### src/hdl/mse_pkg.sv
// Package: shared types, opcodes and constants for the MIPS subset execute block.
package mse_pkg;

    localparam int unsigned RegCount = 32;
    localparam logic [31:0] StartAddrReset = 32'h0000_1000;
    localparam logic [31:0] StackTopReset  = 32'h0000_0000;
    localparam int unsigned CfgIdxW = 1;

    localparam logic [CfgIdxW-1:0] CFG_START_ADDRESS = 1'b0;
    localparam logic [CfgIdxW-1:0] CFG_STACK_TOP     = 1'b1;

    localparam logic [31:0] PcRegionMask = 32'hf000_0000;

    localparam logic [1:0] ST_OK       = 2'd0;
    localparam logic [1:0] ST_OVERFLOW = 2'd1;
    localparam logic [1:0] ST_ILLEGAL  = 2'd2;
    localparam logic [1:0] ST_SYSCALL  = 2'd3;

    localparam logic [1:0] LD_NONE = 2'd0;
    localparam logic [1:0] LD_LB   = 2'd1;
    localparam logic [1:0] LD_LBU  = 2'd2;
    localparam logic [1:0] LD_LW   = 2'd3;

    localparam logic [5:0] OP_SPECIAL = 6'h00;
    localparam logic [5:0] OP_J       = 6'h02;
    localparam logic [5:0] OP_JAL     = 6'h03;
    localparam logic [5:0] OP_BEQ     = 6'h04;
    localparam logic [5:0] OP_BNE     = 6'h05;
    localparam logic [5:0] OP_ADDIU   = 6'h09;
    localparam logic [5:0] OP_ORI     = 6'h0d;
    localparam logic [5:0] OP_XORI    = 6'h0e;
    localparam logic [5:0] OP_LUI     = 6'h0f;
    localparam logic [5:0] OP_LB      = 6'h20;
    localparam logic [5:0] OP_LW      = 6'h23;
    localparam logic [5:0] OP_LBU     = 6'h24;
    localparam logic [5:0] OP_SB      = 6'h28;
    localparam logic [5:0] OP_SW      = 6'h2b;

    localparam logic [5:0] FN_SLL     = 6'h00;
    localparam logic [5:0] FN_SRL     = 6'h02;
    localparam logic [5:0] FN_SRA     = 6'h03;
    localparam logic [5:0] FN_JR      = 6'h08;
    localparam logic [5:0] FN_JALR    = 6'h09;
    localparam logic [5:0] FN_SYSCALL = 6'h0c;
    localparam logic [5:0] FN_ADD     = 6'h20;
    localparam logic [5:0] FN_ADDU    = 6'h21;
    localparam logic [5:0] FN_AND     = 6'h24;
    localparam logic [5:0] FN_OR      = 6'h25;
    localparam logic [5:0] FN_XOR     = 6'h26;
    localparam logic [5:0] FN_SLT     = 6'h2a;

    // operation class decided by the front end
    typedef enum logic [4:0] {
        OPC_ILLEGAL, OPC_LOADDATA, OPC_SLL, OPC_SRL, OPC_SRA, OPC_JR, OPC_JALR,
        OPC_SYSCALL, OPC_ADD, OPC_ADDU, OPC_AND, OPC_OR, OPC_XOR, OPC_SLT,
        OPC_J, OPC_JAL, OPC_BEQ, OPC_BNE, OPC_ADDIU, OPC_ORI, OPC_XORI,
        OPC_LUI, OPC_LB, OPC_LBU, OPC_LW, OPC_SB, OPC_SW
    } t_opc;

    typedef struct packed {
        logic        kind;
        logic [31:0] instr_word;
        logic [31:0] load_data;
    } t_in;

    typedef struct packed {
        t_opc        opc;
        logic [31:0] word;
        logic [31:0] load_data;
    } t_uop;

    typedef struct packed {
        logic [31:0] next_pc;
        logic        mem_request;
        logic        mem_is_write;
        logic        mem_is_word;
        logic [31:0] mem_address;
        logic [31:0] mem_write_data;
        logic [1:0]  status;
        logic [31:0] syscall_number;
        logic [31:0] syscall_argument;
    } t_result;

endpackage

### src/hdl/mse_decode.sv
// Front end: classifies an input beat into an operation class.
module mse_decode import mse_pkg::*; (
    input  logic        i_kind,
    input  logic [31:0] i_word,
    input  logic [31:0] i_load_data,
    output t_uop        o_uop
);
    logic [5:0] op, fn;
    assign op = i_word[31:26];
    assign fn = i_word[5:0];

    always_comb begin
        o_uop.word      = i_word;
        o_uop.load_data = i_load_data;
        o_uop.opc       = OPC_ILLEGAL;
        if (i_kind) begin
            o_uop.opc = OPC_LOADDATA;
        end else begin
            case (op)
                OP_SPECIAL: begin
                    case (fn)
                        FN_SLL:     o_uop.opc = OPC_SLL;
                        FN_SRL:     o_uop.opc = OPC_SRL;
                        FN_SRA:     o_uop.opc = OPC_SRA;
                        FN_JR:      o_uop.opc = OPC_JR;
                        FN_JALR:    o_uop.opc = OPC_JALR;
                        FN_SYSCALL: o_uop.opc = OPC_SYSCALL;
                        FN_ADD:     o_uop.opc = OPC_ADD;
                        FN_ADDU:    o_uop.opc = OPC_ADDU;
                        FN_AND:     o_uop.opc = OPC_AND;
                        FN_OR:      o_uop.opc = OPC_OR;
                        FN_XOR:     o_uop.opc = OPC_XOR;
                        FN_SLT:     o_uop.opc = OPC_SLT;
                        default:    o_uop.opc = OPC_ILLEGAL;
                    endcase
                end
                OP_J:     o_uop.opc = OPC_J;
                OP_JAL:   o_uop.opc = OPC_JAL;
                OP_BEQ:   o_uop.opc = OPC_BEQ;
                OP_BNE:   o_uop.opc = OPC_BNE;
                OP_ADDIU: o_uop.opc = OPC_ADDIU;
                OP_ORI:   o_uop.opc = OPC_ORI;
                OP_XORI:  o_uop.opc = OPC_XORI;
                OP_LUI:   o_uop.opc = OPC_LUI;
                OP_LB:    o_uop.opc = OPC_LB;
                OP_LBU:   o_uop.opc = OPC_LBU;
                OP_LW:    o_uop.opc = OPC_LW;
                OP_SB:    o_uop.opc = OPC_SB;
                OP_SW:    o_uop.opc = OPC_SW;
                default:  o_uop.opc = OPC_ILLEGAL;
            endcase
        end
    end
endmodule

### config.mk
export PLATFORM = sky130hd
export DESIGN_NAME = mse_decode
export DESIGN_NICKNAME = d
export VERILOG_FILES = /design/src/hdl/mse_pkg.sv /design/src/hdl/mse_decode.sv
export SDC_FILE = /design/constraint.sdc
export NUM_CORES = 1
export LEC_CHECK = 0
export BUFFER_PORTS_ARGS = -buffer_cell sky130_fd_sc_hd__buf_2
export CAP_MARGIN = 20
export CORE_ASPECT_RATIO = 1.75
export CORE_MARGIN = 2
export CORE_UTILIZATION = 31
export DETAILED_ROUTE_END_ITERATION = 7
export MAX_ROUTING_LAYER = met4
export PLACE_DENSITY = 0.8
export SETUP_SLACK_MARGIN = 0.3
export SYNTH_ARGS = -nofsm -noshare
export SYNTH_HDL_FRONTEND = slang
export SYNTH_SLANG_ARGS = --single-unit
### constraint.sdc
create_clock -name vclk -period 1.2
set_input_delay 0.06 -clock vclk [all_inputs]
set_output_delay 0.06 -clock vclk [all_outputs]
set_load 0.01 [all_outputs]
==> insert_results.sql <==
INSERT INTO impl_metrics (metric_group, metric, value, unit) VALUES
('outcome', 'status', 'finished, violations left', ''),
('outcome', 'failed_checks', 'negative setup slack', ''),
('synthesis', 'synth_area', '1107', 'sq um'),
('cells_and_area', 'syn_to_final_growth', '6.102', '%'),
('sta', 'rsz0062_at_grt', 'yes', ''),
('worst_setup_path', 'slowest_delay', '360', 'ps'),
('cells_and_area', 'antenna-diode-count', '0', ''),
('pwr', 'sum_of_internal_switching_and_leakage_power', '0.0003901', 'W'),
('floorplanning', 'die_area', '4085', 'sq um'),
('synthesis', 'post_synth_main_area_contributors', 'sky130_fd_sc_hd__buf_4, sky130_fd_sc_hd__o31ai_4, sky130_fd_sc_hd__buf_6', ''),
('cells_and_area', 'stdcell_area', '1175', 'sq um'),
('sta', 'top_achievable_clock_speed', '0.6816', 'GHz'),
('drt', 'drcViolationCount', '0', ''),
('placement', 'gp_congestion', '0.7693', ''),
('synthesis', 'yosys-top-cells-count', 'sky130_fd_sc_hd__buf_4, sky130_fd_sc_hd__nand2_1, sky130_fd_sc_hd__nor2_1', ''),
('min_path', 'hold-path-cell-count', '0', ''),
('drt', 'total_iterations_of_the_first_detailed_routing_run', '4', ''),
('clock_network', 'cts_hold_buf', '0', ''),
('synthesis', 'synth-seq-area-share', '0', '%'),
('floorplanning', 'total_core_area', '3398', 'sq um'),
('worst_setup_path', 'critPathMaxFanout', '13', ''),
('floorplanning', 'fp.dieW', '49.18', 'um'),
('min_path', 'worstHoldStart', 'i_load_data[0]', ''),
('synthesis', 'yosys.area.top_type', 'sky130_fd_sc_hd__buf_4', ''),
('drt', 'route.final.wire_length', '2655', 'um'),
('floorplanning', 'die_height', '83.06', 'um'),
('placement', 'buffer_ports.inserted', '30', ''),
('min_path', 'timing.hold.worst_endpoint', 'o_uop[0]', ''),
('pwr', 'power.density', '332.0', 'nW/um^2'),
('worst_setup_path', 'cp_slowest_cell', 'sky130_fd_sc_hd__a211oi_1', ''),
('drt', 'avgViaCountPerCell', '5.069', ''),
('worst_setup_path', 'required', '1140', 'ps'),
('cells_and_area', 'clkbuf_count', '0', ''),
('flow_run', 'max_cap_viol_count', '0', ''),
('worst_setup_path', 'path_cells', 'buf_6 -> buf_4 -> a211oi_1 -> o21ai_0 -> o31ai_1 -> a21oi_1 -> nor2_1 -> buf_2', ''),
('synthesis', 'synth.yosys.warnings', '0', ''),
('grt', 'groute.usage.overall', '10.74', '%'),
('drt', 'number_of_routed_nets_with_antenna_violations', '0', ''),
('floorplanning', 'io-pin-count', '134', ''),
('cells_and_area', 'fraction_of_layout_instances_using_a_drive_strength_above_1', '61.54', '%'),
('placement', 'hpwl', '1872', 'um'),
('synthesis', 'netlist_instances', '147', ''),
('sta', 'report.final.hold_viol_count', '0', ''),
('floorplanning', 'initial_core_utilization', '32.58', '%'),
('sta', 'worstMarginPinSlew', '351.8', 'ps'),
('worst_setup_path', 'worst_path_class_setup', 'input port to output port', ''),
('cells_and_area', 'final_nets', '197', ''),
('synthesis', 'synth_most_common_cell', 'sky130_fd_sc_hd__buf_4', ''),
('sta', 'setup_viol', '4', ''),
('sta', 'final_min_period_over_clock_period', '122.3', '%'),
('cells_and_area', 'numSequentialCells', '0', ''),
('grt', 'largest_net_degree_at_the_start_of_global_routing', '14', ''),
('grt', 'grt_pass1_vias', '846', ''),
('sta', 'timing.final.crit_period', '1467', 'ps'),
('grt', 'antenna_found_initial', '0', ''),
('sta', 'fin_setup_tns', '-638.2', 'ps'),
('synthesis', 'mean_syn_cell_area', '7.533', 'sq um'),
('worst_setup_path', 'crit_arrival', '1410', 'ps'),
('pwr', 'irDropWorstVdd', '116.9', 'uV'),
('sta', 'post-route-worst-setup-slack', '-267.1', 'ps'),
('cells_and_area', 'regArea', '0', 'sq um'),
('drt', 'detailroute.via_count', '887', ''),
('worst_setup_path', 'timing.critical_path.max_delay_family', 'compound AO/OA/AOI/OAI gates', ''),
('pwr', 'static_leakage', '0.4760', 'nW'),
('worst_setup_path', 'timing.critical_path.to_type', 'output port', ''),
('grt', 'grt-ovfl-total', '0', ''),
('grt', 'global_route_wire_length_before_repair', '3622', 'um'),
('synthesis', 'area_share_of_the_largest_cell_type_after_synthesis', '44.75', '%'),
('worst_setup_path', 'worst-path-buf-inv', '3', ''),
('floorplanning', 'floorplan.rows', '28', ''),
('synthesis', 'synth_nets', '212', ''),
('placement', 'placed_area', '944.7', 'sq um'),
('min_path', 'holdCritPathClass', 'input port to output port', ''),
('sta', 'report.final.slew_viol_count', '0', ''),
('synthesis', 'netlist-cell-type-count', '42', ''),
('drt', 'routed_wire_length_per_instance', '15.17', 'um'),
('worst_setup_path', 'startpoint_type', 'input port', ''),
('sta', 'maxSlewHeadroom', '76.34', '%'),
('drt', 'first_iter_violations', '9', '');
==> cell usage in the layout (no fill, tap or decap), types with 2 or more instances in the layout <==
master / instances
sky130_fd_sc_hd__nand4b_1: 2
sky130_fd_sc_hd__a211o_1: 2
sky130_fd_sc_hd__o21ai_0: 4
sky130_fd_sc_hd__o31ai_4: 2
sky130_fd_sc_hd__nor2_1: 5
sky130_fd_sc_hd__nor2b_1: 5
sky130_fd_sc_hd__nand2_1: 6
sky130_fd_sc_hd__nor3b_1: 3
sky130_fd_sc_hd__buf_12: 2
sky130_fd_sc_hd__a21oi_1: 3
sky130_fd_sc_hd__nand2_2: 2
sky130_fd_sc_hd__buf_8: 4
sky130_fd_sc_hd__a311oi_1: 2
sky130_fd_sc_hd__buf_2: 20
sky130_fd_sc_hd__buf_4: 22
sky130_fd_sc_hd__xnor2_2: 2
sky130_fd_sc_hd__a21oi_2: 2
sky130_fd_sc_hd__buf_6: 8
sky130_fd_sc_hd__a31oi_1: 2
==> kinds of logic (layout without fill, tap and decap cells) <==
family	count (synthesis)	count (layout)	share of synthesized area, %
xor+xnor	3	3	2.373
simple gates	41	41	25.09
buf+inv	74	57	49.94
mux	1	1	0.9040
compound gates	28	28	21.70
==> power breakdown <==
group	internal, W	switching (W)	leakage, nW
combinational	0.000204	0.000186	0.476
sequential	0	0	0
clock	0	0	0
==> metal layers <==
metal	vias up	global-route usage, %	wire length (um)
li1	422	-	-
met1	398	8.833	903
met2	33	20.76	1414
met3	34	0.8993	144
met4	0	8.312	192
met5	-	-	0
==> repair_timing <==
| item | in CTS | in global routing |
|---|---|---|
| gates resized for setup | 21 | 24 |
| buffers inserted | 1 | 4 |
| pin swaps | 7 | 12 |
| setup endpoints to repair | 5 | 5 |
==> cell type report <==
class,instances,area (sq um)
tap,45,56.30
fill,348,2223
multi-input combinational,73,659.4
inverter,1,3.754
timing repair buffer,56,455.4
==> per-stage QoR <==
step	worst slack (ps)	utilization, %	hold WS (ps)	instances
final	-267.1	34.57	120.0	175
after global routing	-267.3	34.57	120.0	175
after CTS	-119.1	30.45	120.1	171
after detailed placement	-164.9	27.80	120.1	170
after global placement	-131.6	27.80	120.1	170
after floorplan	19.58	-	153.2	147
==> worst max-delay path by stage <==
stage | start | end | slack, ps | depth (start not counted)
5_1_grt | i_word[0] | o_uop[66] | -270 | 7
2_1_floorplan | i_word[1] | o_uop[66] | 20 | 6
4_1_cts | i_word[0] | o_uop[66] | -120 | 7
6_report | i_word[2] | o_uop[66] | -270 | 8
3_3_place_gp | i_word[1] | o_uop[65] | -130 | 7
3_5_place_dp | i_word[1] | o_uop[65] | -160 | 7
Power figures use the tool's default switching activity.
