[config.mk]
export PLATFORM = sky130hd
export DESIGN_NAME = mse_fifo
export DESIGN_NICKNAME = d
export VERILOG_FILES = /design/src/hdl/mse_pkg.sv /design/src/hdl/mse_fifo.sv
export SDC_FILE = /design/constraint.sdc
export NUM_CORES = 1
export LEC_CHECK = 0
export BUFFER_PORTS_ARGS = -buffer_cell sky130_fd_sc_hd__buf_2
export CELL_PAD_IN_SITES_DETAIL_PLACEMENT = 1
export CELL_PAD_IN_SITES_GLOBAL_PLACEMENT = 2
export CORE_MARGIN = 2
export CORE_UTILIZATION = 38
export CTS_CLUSTER_SIZE = 28
export DETAILED_ROUTE_END_ITERATION = 12
export PLACE_DENSITY_LB_ADDON = 0.1
export SLEW_MARGIN = 20
export SYNTH_ARGS = -nofsm -noshare
export SYNTH_HDL_FRONTEND = slang
export SYNTH_SLANG_ARGS = --single-unit
[constraint.sdc]
create_clock -name i_clk -period 6.2 [get_ports i_clk]
set_clock_uncertainty 0.15 [all_clocks]
set_input_delay 0.93 -clock i_clk [delete_from_list [all_inputs] [get_ports i_clk]]
set_output_delay 0.93 -clock i_clk [all_outputs]
set_load 0.02 [all_outputs]
[src/hdl/mse_pkg.sv]
// Package: shared types, opcodes and constants for the MIPS subset execute block.
package mse_pkg;

    localparam int unsigned RegCount = 32;
    localparam logic [31:0] StartAddrReset = 32'h0000_1000;
    localparam logic [31:0] StackTopReset  = 32'h0000_0000;
    localparam int unsigned CfgIdxW = 1;

    localparam logic [CfgIdxW-1:0] CFG_START_ADDRESS = 1'b0;
    localparam logic [CfgIdxW-1:0] CFG_STACK_TOP     = 1'b1;

    localparam logic [31:0] PcRegionMask = 32'hf000_0000;

    localparam logic [1:0] ST_OK       = 2'd0;
    localparam logic [1:0] ST_OVERFLOW = 2'd1;
    localparam logic [1:0] ST_ILLEGAL  = 2'd2;
    localparam logic [1:0] ST_SYSCALL  = 2'd3;

    localparam logic [1:0] LD_NONE = 2'd0;
    localparam logic [1:0] LD_LB   = 2'd1;
    localparam logic [1:0] LD_LBU  = 2'd2;
    localparam logic [1:0] LD_LW   = 2'd3;

    localparam logic [5:0] OP_SPECIAL = 6'h00;
    localparam logic [5:0] OP_J       = 6'h02;
    localparam logic [5:0] OP_JAL     = 6'h03;
    localparam logic [5:0] OP_BEQ     = 6'h04;
    localparam logic [5:0] OP_BNE     = 6'h05;
    localparam logic [5:0] OP_ADDIU   = 6'h09;
    localparam logic [5:0] OP_ORI     = 6'h0d;
    localparam logic [5:0] OP_XORI    = 6'h0e;
    localparam logic [5:0] OP_LUI     = 6'h0f;
    localparam logic [5:0] OP_LB      = 6'h20;
    localparam logic [5:0] OP_LW      = 6'h23;
    localparam logic [5:0] OP_LBU     = 6'h24;
    localparam logic [5:0] OP_SB      = 6'h28;
    localparam logic [5:0] OP_SW      = 6'h2b;

    localparam logic [5:0] FN_SLL     = 6'h00;
    localparam logic [5:0] FN_SRL     = 6'h02;
    localparam logic [5:0] FN_SRA     = 6'h03;
    localparam logic [5:0] FN_JR      = 6'h08;
    localparam logic [5:0] FN_JALR    = 6'h09;
    localparam logic [5:0] FN_SYSCALL = 6'h0c;
    localparam logic [5:0] FN_ADD     = 6'h20;
    localparam logic [5:0] FN_ADDU    = 6'h21;
    localparam logic [5:0] FN_AND     = 6'h24;
    localparam logic [5:0] FN_OR      = 6'h25;
    localparam logic [5:0] FN_XOR     = 6'h26;
    localparam logic [5:0] FN_SLT     = 6'h2a;

    // operation class decided by the front end
    typedef enum logic [4:0] {
        OPC_ILLEGAL, OPC_LOADDATA, OPC_SLL, OPC_SRL, OPC_SRA, OPC_JR, OPC_JALR,
        OPC_SYSCALL, OPC_ADD, OPC_ADDU, OPC_AND, OPC_OR, OPC_XOR, OPC_SLT,
        OPC_J, OPC_JAL, OPC_BEQ, OPC_BNE, OPC_ADDIU, OPC_ORI, OPC_XORI,
        OPC_LUI, OPC_LB, OPC_LBU, OPC_LW, OPC_SB, OPC_SW
    } t_opc;

    typedef struct packed {
        logic        kind;
        logic [31:0] instr_word;
        logic [31:0] load_data;
    } t_in;

    typedef struct packed {
        t_opc        opc;
        logic [31:0] word;
        logic [31:0] load_data;
    } t_uop;

    typedef struct packed {
        logic [31:0] next_pc;
        logic        mem_request;
        logic        mem_is_write;
        logic        mem_is_word;
        logic [31:0] mem_address;
        logic [31:0] mem_write_data;
        logic [1:0]  status;
        logic [31:0] syscall_number;
        logic [31:0] syscall_argument;
    } t_result;

endpackage

[src/hdl/mse_fifo.sv]
// Two-entry queue between the decode front end and the execute back end.
module mse_fifo import mse_pkg::*; (
    input  logic i_clk,
    input  logic i_rst_n,
    input  logic i_push,
    input  t_uop i_data,
    output logic o_full,
    input  logic i_pop,
    output logic o_valid,
    output t_uop o_data
);
    t_uop       r_mem [2];
    logic       r_wp, r_rp;
    logic [1:0] r_cnt;

    assign o_full  = (r_cnt == 2'd2);
    assign o_valid = (r_cnt != 2'd0);
    assign o_data  = r_mem[r_rp];

    always_ff @(posedge i_clk) begin
        if (!i_rst_n) begin
            r_wp <= 1'b0; r_rp <= 1'b0; r_cnt <= 2'd0;
        end else begin
            if (i_push) r_wp <= ~r_wp;
            if (i_pop) r_rp <= ~r_rp;
            r_cnt <= r_cnt + {1'b0, i_push} - {1'b0, i_pop};
        end
    end
    always_ff @(posedge i_clk) begin
        if (i_push) r_mem[r_wp] <= i_data;
    end
endmodule

==> flow_summary_export.csv, run 1 <==
group,metric,value,unit
die,start_util,39.32,%
power,p_total,2.245,mW
die,coreArea,13350,µm²
synthesis,synth_seq_cells,143,
setup_path,start_kind,"register",
die,dieHeight,121.5,µm
clock_tree,cts_num_sinks,143,
global_routing,grt_pass1_vias,2755,
routing,ant_nets,0,
clock_tree,postCtsHoldBufs,0,
job,maxCapViolCount,0,
setup_path,cp_max_fo,69,
setup_path,reg2regPathDepth,3,
global_routing,grt_pass1_wl,14.42,mm
routing,wl_per_cell,16.16,µm
setup_path,arrival,2060,ps
setup_path,cp.required,5120,ps
power,leakage,2.529,nW
final_layout,nFillCells,1321,
global_routing,grt_max_degree,70,
placement,port_buffers,143,
clock_tree,cts-root-buf,"clkbuf_16",
power,ir_drop,0.0001953,V
routing,dr.first_iter.drc_count,98,
clock_tree,cts_resized,0,
synthesis,synth_fp_nets,311,
sta,fin_ws,3063,ps
final_layout,final-instance-count-excl-fill,581,
die,pin_count,144,
final_layout,ff_latch_area,4248,µm²
synthesis,yosysSeqAreaShare,80.86,%
global_routing,track_usage,13.61,%
routing,drc_errors,0,
routing,first_pass_iters,4,
synthesis,synth_cell_types,15,
status,status,"completed",
setup_path,worstSetupPathType,"register to output pin",
setup_path,cp-end-kind,"output pin",
sta,report.final.hold_viol_count,0,
global_routing,grt_overflow,0,
clock_tree,clk_latency,410,ps
final_layout,nNetsFinal,467,
global_routing,antenna_found_initial,0,
sta,hold_slack,428.6,ps
synthesis,syn-cell-area,5249,µm²
sta,period_share,50.59,%
clock_tree,cts.clk_slew.worst_paths,50,ps
sta,slew_headroom,32.84,%
final_layout,areaGrowthSynthToFinish,26.82,%
clock_tree,clk_path_buf_depth,2,
die,placementRows,42,
placement,place_ws,3082,ps
routing,drt-vias-per-instance,4.571,
power,power_density,337.3,nW/µm²
final_layout,multi_input_area,944.7,µm²
synthesis,yosys_warnings,0,
sta,setup-tns-final,0,ps
sta,fin_crit,3137,ps
routing,via_count,2656,
clock_tree,postCtsSetupBuffers,0,
hold_path,min_path_cells,2,
placement,place_congestion,0.6824,
sta,timing.fmax,318.8,MHz
sta,rsz0062_at_grt,"no",
final_layout,drive_above_1_share,59.75,%
die,dieWidth,121.5,µm
die,dieArea,14770,µm²
clock_tree,cts_max_level,4,
synthesis,synthCells,236,
final_layout,antenna_cells,0,
placement,place_hpwl,5.854,mm
clock_tree,cts_buffers,17,
sta,setup_viol,0,
sta,tightest_slew,1007,ps
sta,slew_viol_final,0,
placement,dp_cells,548,
synthesis,avgSynthCellArea,22.24,µm²
hold_path,holdCritPathClass,"register to register",
clock_tree,cts_tree,"done",
routing,drt-total-wl,9.388,mm
-- power by group --
group / total [mW] / switching [mW] / internal, mW
Clock: 0.848 / 0.346 / 0.502
Sequential: 1.15 / 0.0312 / 1.12
Combinational: 0.248 / 0.134 / 0.114
Total: 2.25 / 0.511 / 1.73
-- registers in the layout, indices dropped and copies added (netlist names), named ones only --
| signal | count |
|---|---|
| r_cnt | 2 |
| r_rp | 1 |
| r_mem | 138 |
| r_wp | 1 |
-- worst paths after layout --
path,slack (ps),to,from
worst max-delay path,3060,o_data[42],register
worst min-delay path,430,register,r_rp
worst max register to register,4270,r_mem[0][34],r_wp
worst min register to register,430,register,r_rp
-- logic make-up (layout without fill, tap and decap cells) --
| logic type | Yosys count | count (layout) | share of synthesized area (%) |
|---|---|---|---|
| AND/OR/NAND/NOR | 9 | 9 | 1.073 |
| multiplexers | 69 | 69 | 15.52 |
| XOR/XNOR | 2 | 2 | 0.5959 |
| AO/OA/AOI/OAI | 1 | 1 | 0.1431 |
| flip-flops | 143 | 143 | 80.86 |
| adder cells (fa/ha/maj) | 2 | 2 | 0.4767 |
| buffers and inverters | 10 | 179 | 1.335 |
-- metrics by stage --
step	cell area [µm²]	utilization (%)
after CTS	6636	49.72
after floorplan	5249	-
after global placement	6143	46.03
final	6656	49.87
after global routing	6656	49.87
after detailed placement	6143	46.03
-- metal layers --
metal	up-vias	track usage (%)	share of wire [%]
li1	1248	-	-
met1	1310	15.19	41
met2	85	22.09	50
met3	13	5.827	6.9
met4	0	7.328	1.9
met5	-	0	0
-- synthesized netlist by cell type --
cell type	number	area (µm²)
dfxtp_1	5	100.1
edfxtp_1	138	4144
buf_6	2	22.52
nor2b_1	4	25.02
o21a_1	1	7.510
mux2_4	10	150.1
and2_1	4	25.02
xnor3_1	1	22.52
buf_8	1	15.01
or2_2	1	6.260
buf_2	5	25.02
ha_1	2	25.02
xor2_1	1	8.760
mux2_2	59	664.4
inv_1	2	7.510
-- cell usage in the layout, fill, tap and decap left out, types with 2 or more instances in the layout --
master / instances
buf_2: 143
edfxtp_1: 138
mux2_2: 59
clkbuf_16: 17
mux2_4: 10
clkbuf_1: 6
clkinv_2: 6
dfxtp_1: 4
and2_1: 3
nor2b_1: 3
inv_1: 2
ha_1: 2
clkinv_1: 2
-- cell type report --
class	instances	share of cell area (%)
repair buffers	145	11.17
flip-flops and latches	143	63.82
clock buffers	23	6.729
well taps	176	3.308
multi-input cells	83	14.19
clock inverters	9	0.6767
inverters	2	0.1128
-- worst max-delay path: stages, from the launching register on --
cell	delay (ps)
dfxtp_4	1000
mux2_2	430
buf_2	160
No activity file was read; power rests on OpenSTA's default activity.
==> run 2, diff against run 1 <==
- ABC_AREA: not set -> 1
- CORE_UTILIZATION: 38 -> 34
- clock period: 6.2 -> 2.6 ns (I/O delays scaled with it)
==> flow_summary_export.csv, run 2 <==
group,metric,value,unit
routing,via_count,2933,
global_routing,antenna_found_initial,0,
final_layout,final-instance-count-excl-fill,654,
routing,dr.first_iter.drc_count,118,
sta,report.final.hold_viol_count,0,
routing,first_pass_iters,6,
sta,slew_viol_final,0,
setup_path,critPathMaxStageDelay,570,ps
final_layout,fin_util,48.17,%
routing,drt-vias-per-instance,4.485,
die,start_util,34.64,%
sta,rsz0062_at_grt,"no",
setup_path,cp_cell_sequence,"buf_12 -> mux2_2 -> buf_2",
synthesis,synthTopCellsByCount,"edfxtp_1, mux2_2, mux2_4",
global_routing,grt_pass1_vias,3206,
setup_path,crit_buf_inv,2,
clock_tree,postCtsSetupBuffers,0,
sta,setup-tns-final,0,ps
synthesis,synth-edff-count,138,
placement,dp_cells,577,
power,power_density,793.7,nW/µm²
final_layout,top_register,"r_mem",
sta,setup_viol,0,
clock_tree,cts-root-buf,"clkbuf_16",
routing,wl_per_cell,15.87,µm
setup_path,slowest_stage,"dfxtp_4",
final_layout,largest_reg_flops,138,
power,leakage,2.813,nW
sta,tightest_slew,620.8,ps
global_routing,grt_max_degree,45,
setup_path,arrival,1790,ps
sta,timing.fmax,428.8,MHz
global_routing,grt_pass1_wl,16.31,mm
synthesis,synth_cell_types,13,
die,dieHeight,128.2,µm
setup_path,worstSetupPathType,"register to output pin",
synthesis,synth_top_area_cell,"edfxtp_1",
die,dieWidth,128.2,µm
synthesis,avgSynthCellArea,21.15,µm²
placement,port_buffers,143,
setup_path,crit_family,"flip-flops",
synthesis,netlist.area_leader.share,78.99,%
final_layout,nFillCells,1480,
routing,ant_nets,0,
die,coreArea,15150,µm²
clock_tree,clk_latency,410,ps
die,placementRows,45,
setup_path,cp-end-kind,"output pin",
clock_tree,clk_path_buf_depth,2,
placement,place_congestion,0.6642,
synthesis,yosys_warnings,0,
routing,drt-total-wl,10.38,mm
setup_path,cp_max_fo,30,
synthesis,yosys.cell_count.top_type,"edfxtp_1",
clock_tree,cts_resized,0,
clock_tree,cts_num_sinks,143,
final_layout,areaGrowthSynthToFinish,39.07,%
setup_path,start_kind,"register",
synthesis,synth_fp_nets,323,
synthesis,synthTopCellsByArea,"edfxtp_1, mux2_2, mux2_4",
die,pin_count,144,
final_layout,final_cell_mix,"buf_2, edfxtp_1, mux2_2",
final_layout,nNetsFinal,528,
power,ir_drop,0.0004287,V
sta,hold_slack,20.00,ps
clock_tree,cts_max_level,4,
setup_path,cp.required,2060,ps
sta,fin_crit,2332,ps
synthesis,async_flop_share,0,%
final_layout,antenna_cells,0,
synthesis,synth_seq_cells,143,
placement,place_hpwl,6.681,mm
die,dieArea,16440,µm²
final_layout,drive_above_1_share,53.43,%
synthesis,yosysSeqAreaShare,80.90,%
final_layout,reg_top3,"r_mem (138), r_cnt (2)",
routing,drc_errors,0,
hold_path,holdCritPathClass,"input pin to register",
synthesis,syn-cell-area,5246,µm²
synthesis,synth_ff_type,"edfxtp_1",
clock_tree,postCtsHoldBufs,45,
job,maxCapViolCount,0,
clock_tree,cts.clk_slew.worst_paths,60,ps
sta,slew_headroom,58.61,%
sta,period_share,89.69,%
clock_tree,cts_tree,"done",
final_layout,final_common_cell,"buf_2",
global_routing,grt_overflow,0,
global_routing,track_usage,13.49,%
clock_tree,cts_buffers,17,
synthesis,synthCells,248,
status,status,"completed",
## run 2: cell count changes in the layout (fill, tap and decap cells not counted), sizes merged, moves of 2 or more
cell / before / now
nor2b: 4 / 0
dlygate4sd3: 0 / 45
nor2: 0 / 8
inv: 2 / 6
and2: 4 / 0
buf: 145 / 149
nand2: 0 / 9
clkbuf: 23 / 19
bufinv: 0 / 4
clkinvlp: 1 / 3
## run 2: worst paths after layout
path / start / end / slack, ps / depth (start not counted)
setup / recovery: register / o_data[36] / 270 / 3
hold / removal: i_data[66] / r_mem[0][66] / 20 / 1
hold reg to reg: r_rp / r_rp / 360 / 2
setup reg to reg: r_wp / r_mem[1][48] / 990 / 3
## run 2: cell type report
| class | count | area, µm² | area share, % |
|---|---|---|---|
| Sequential cell | 143 | 4248 | 58.22 |
| Timing Repair Buffer | 194 | 1261 | 17.29 |
| Multi-Input combinational cell | 90 | 920.9 | 12.62 |
| Clock buffer | 19 | 432.9 | 5.934 |
| Tap cell | 188 | 235.2 | 3.224 |
| Clock inverter | 13 | 170.2 | 2.332 |
| Inverter | 7 | 27.53 | 0.3773 |
## run 2: stage by stage
step | instance area (µm²) | power [mW] | worst slack (ps)
after floorplan | 5254 | 3.102 | 222.2
after global placement | 6242 | 3.322 | 644.8
after detailed placement | 6242 | 3.335 | 654.4
after CTS | 7296 | 5.884 | 198.0
after global routing | 7296 | 6.012 | 168.4
final | 7296 | 5.790 | 267.9
## run 2: cell families after synthesis
| logic type | share of synthesized area, % |
|---|---|
| flops | 80.90 |
| fa+ha+maj | 0.4769 |
| mux | 15.53 |
| compound gates | 0.09531 |
| simple gates | 1.312 |
| buf+inv | 1.693 |
## run 2: where the power goes
part	internal (mW)	total (mW)	switching, mW
registers	2.67	2.71	0.0393
logic	0.281	0.619	0.338
clock network	1.59	2.46	0.876
## run 2: routing by layer
metal / part of all wire (%) / track usage (%) / wire length [µm] / vias up
li1: - / - / - / 1376
met1: 42 / 15.35 / 4352 / 1456
met2: 51 / 22.78 / 5276 / 83
met3: 5.1 / 4.424 / 525 / 18
met4: 2.2 / 6.787 / 226 / 0
met5: 0 / 0 / 0 / -
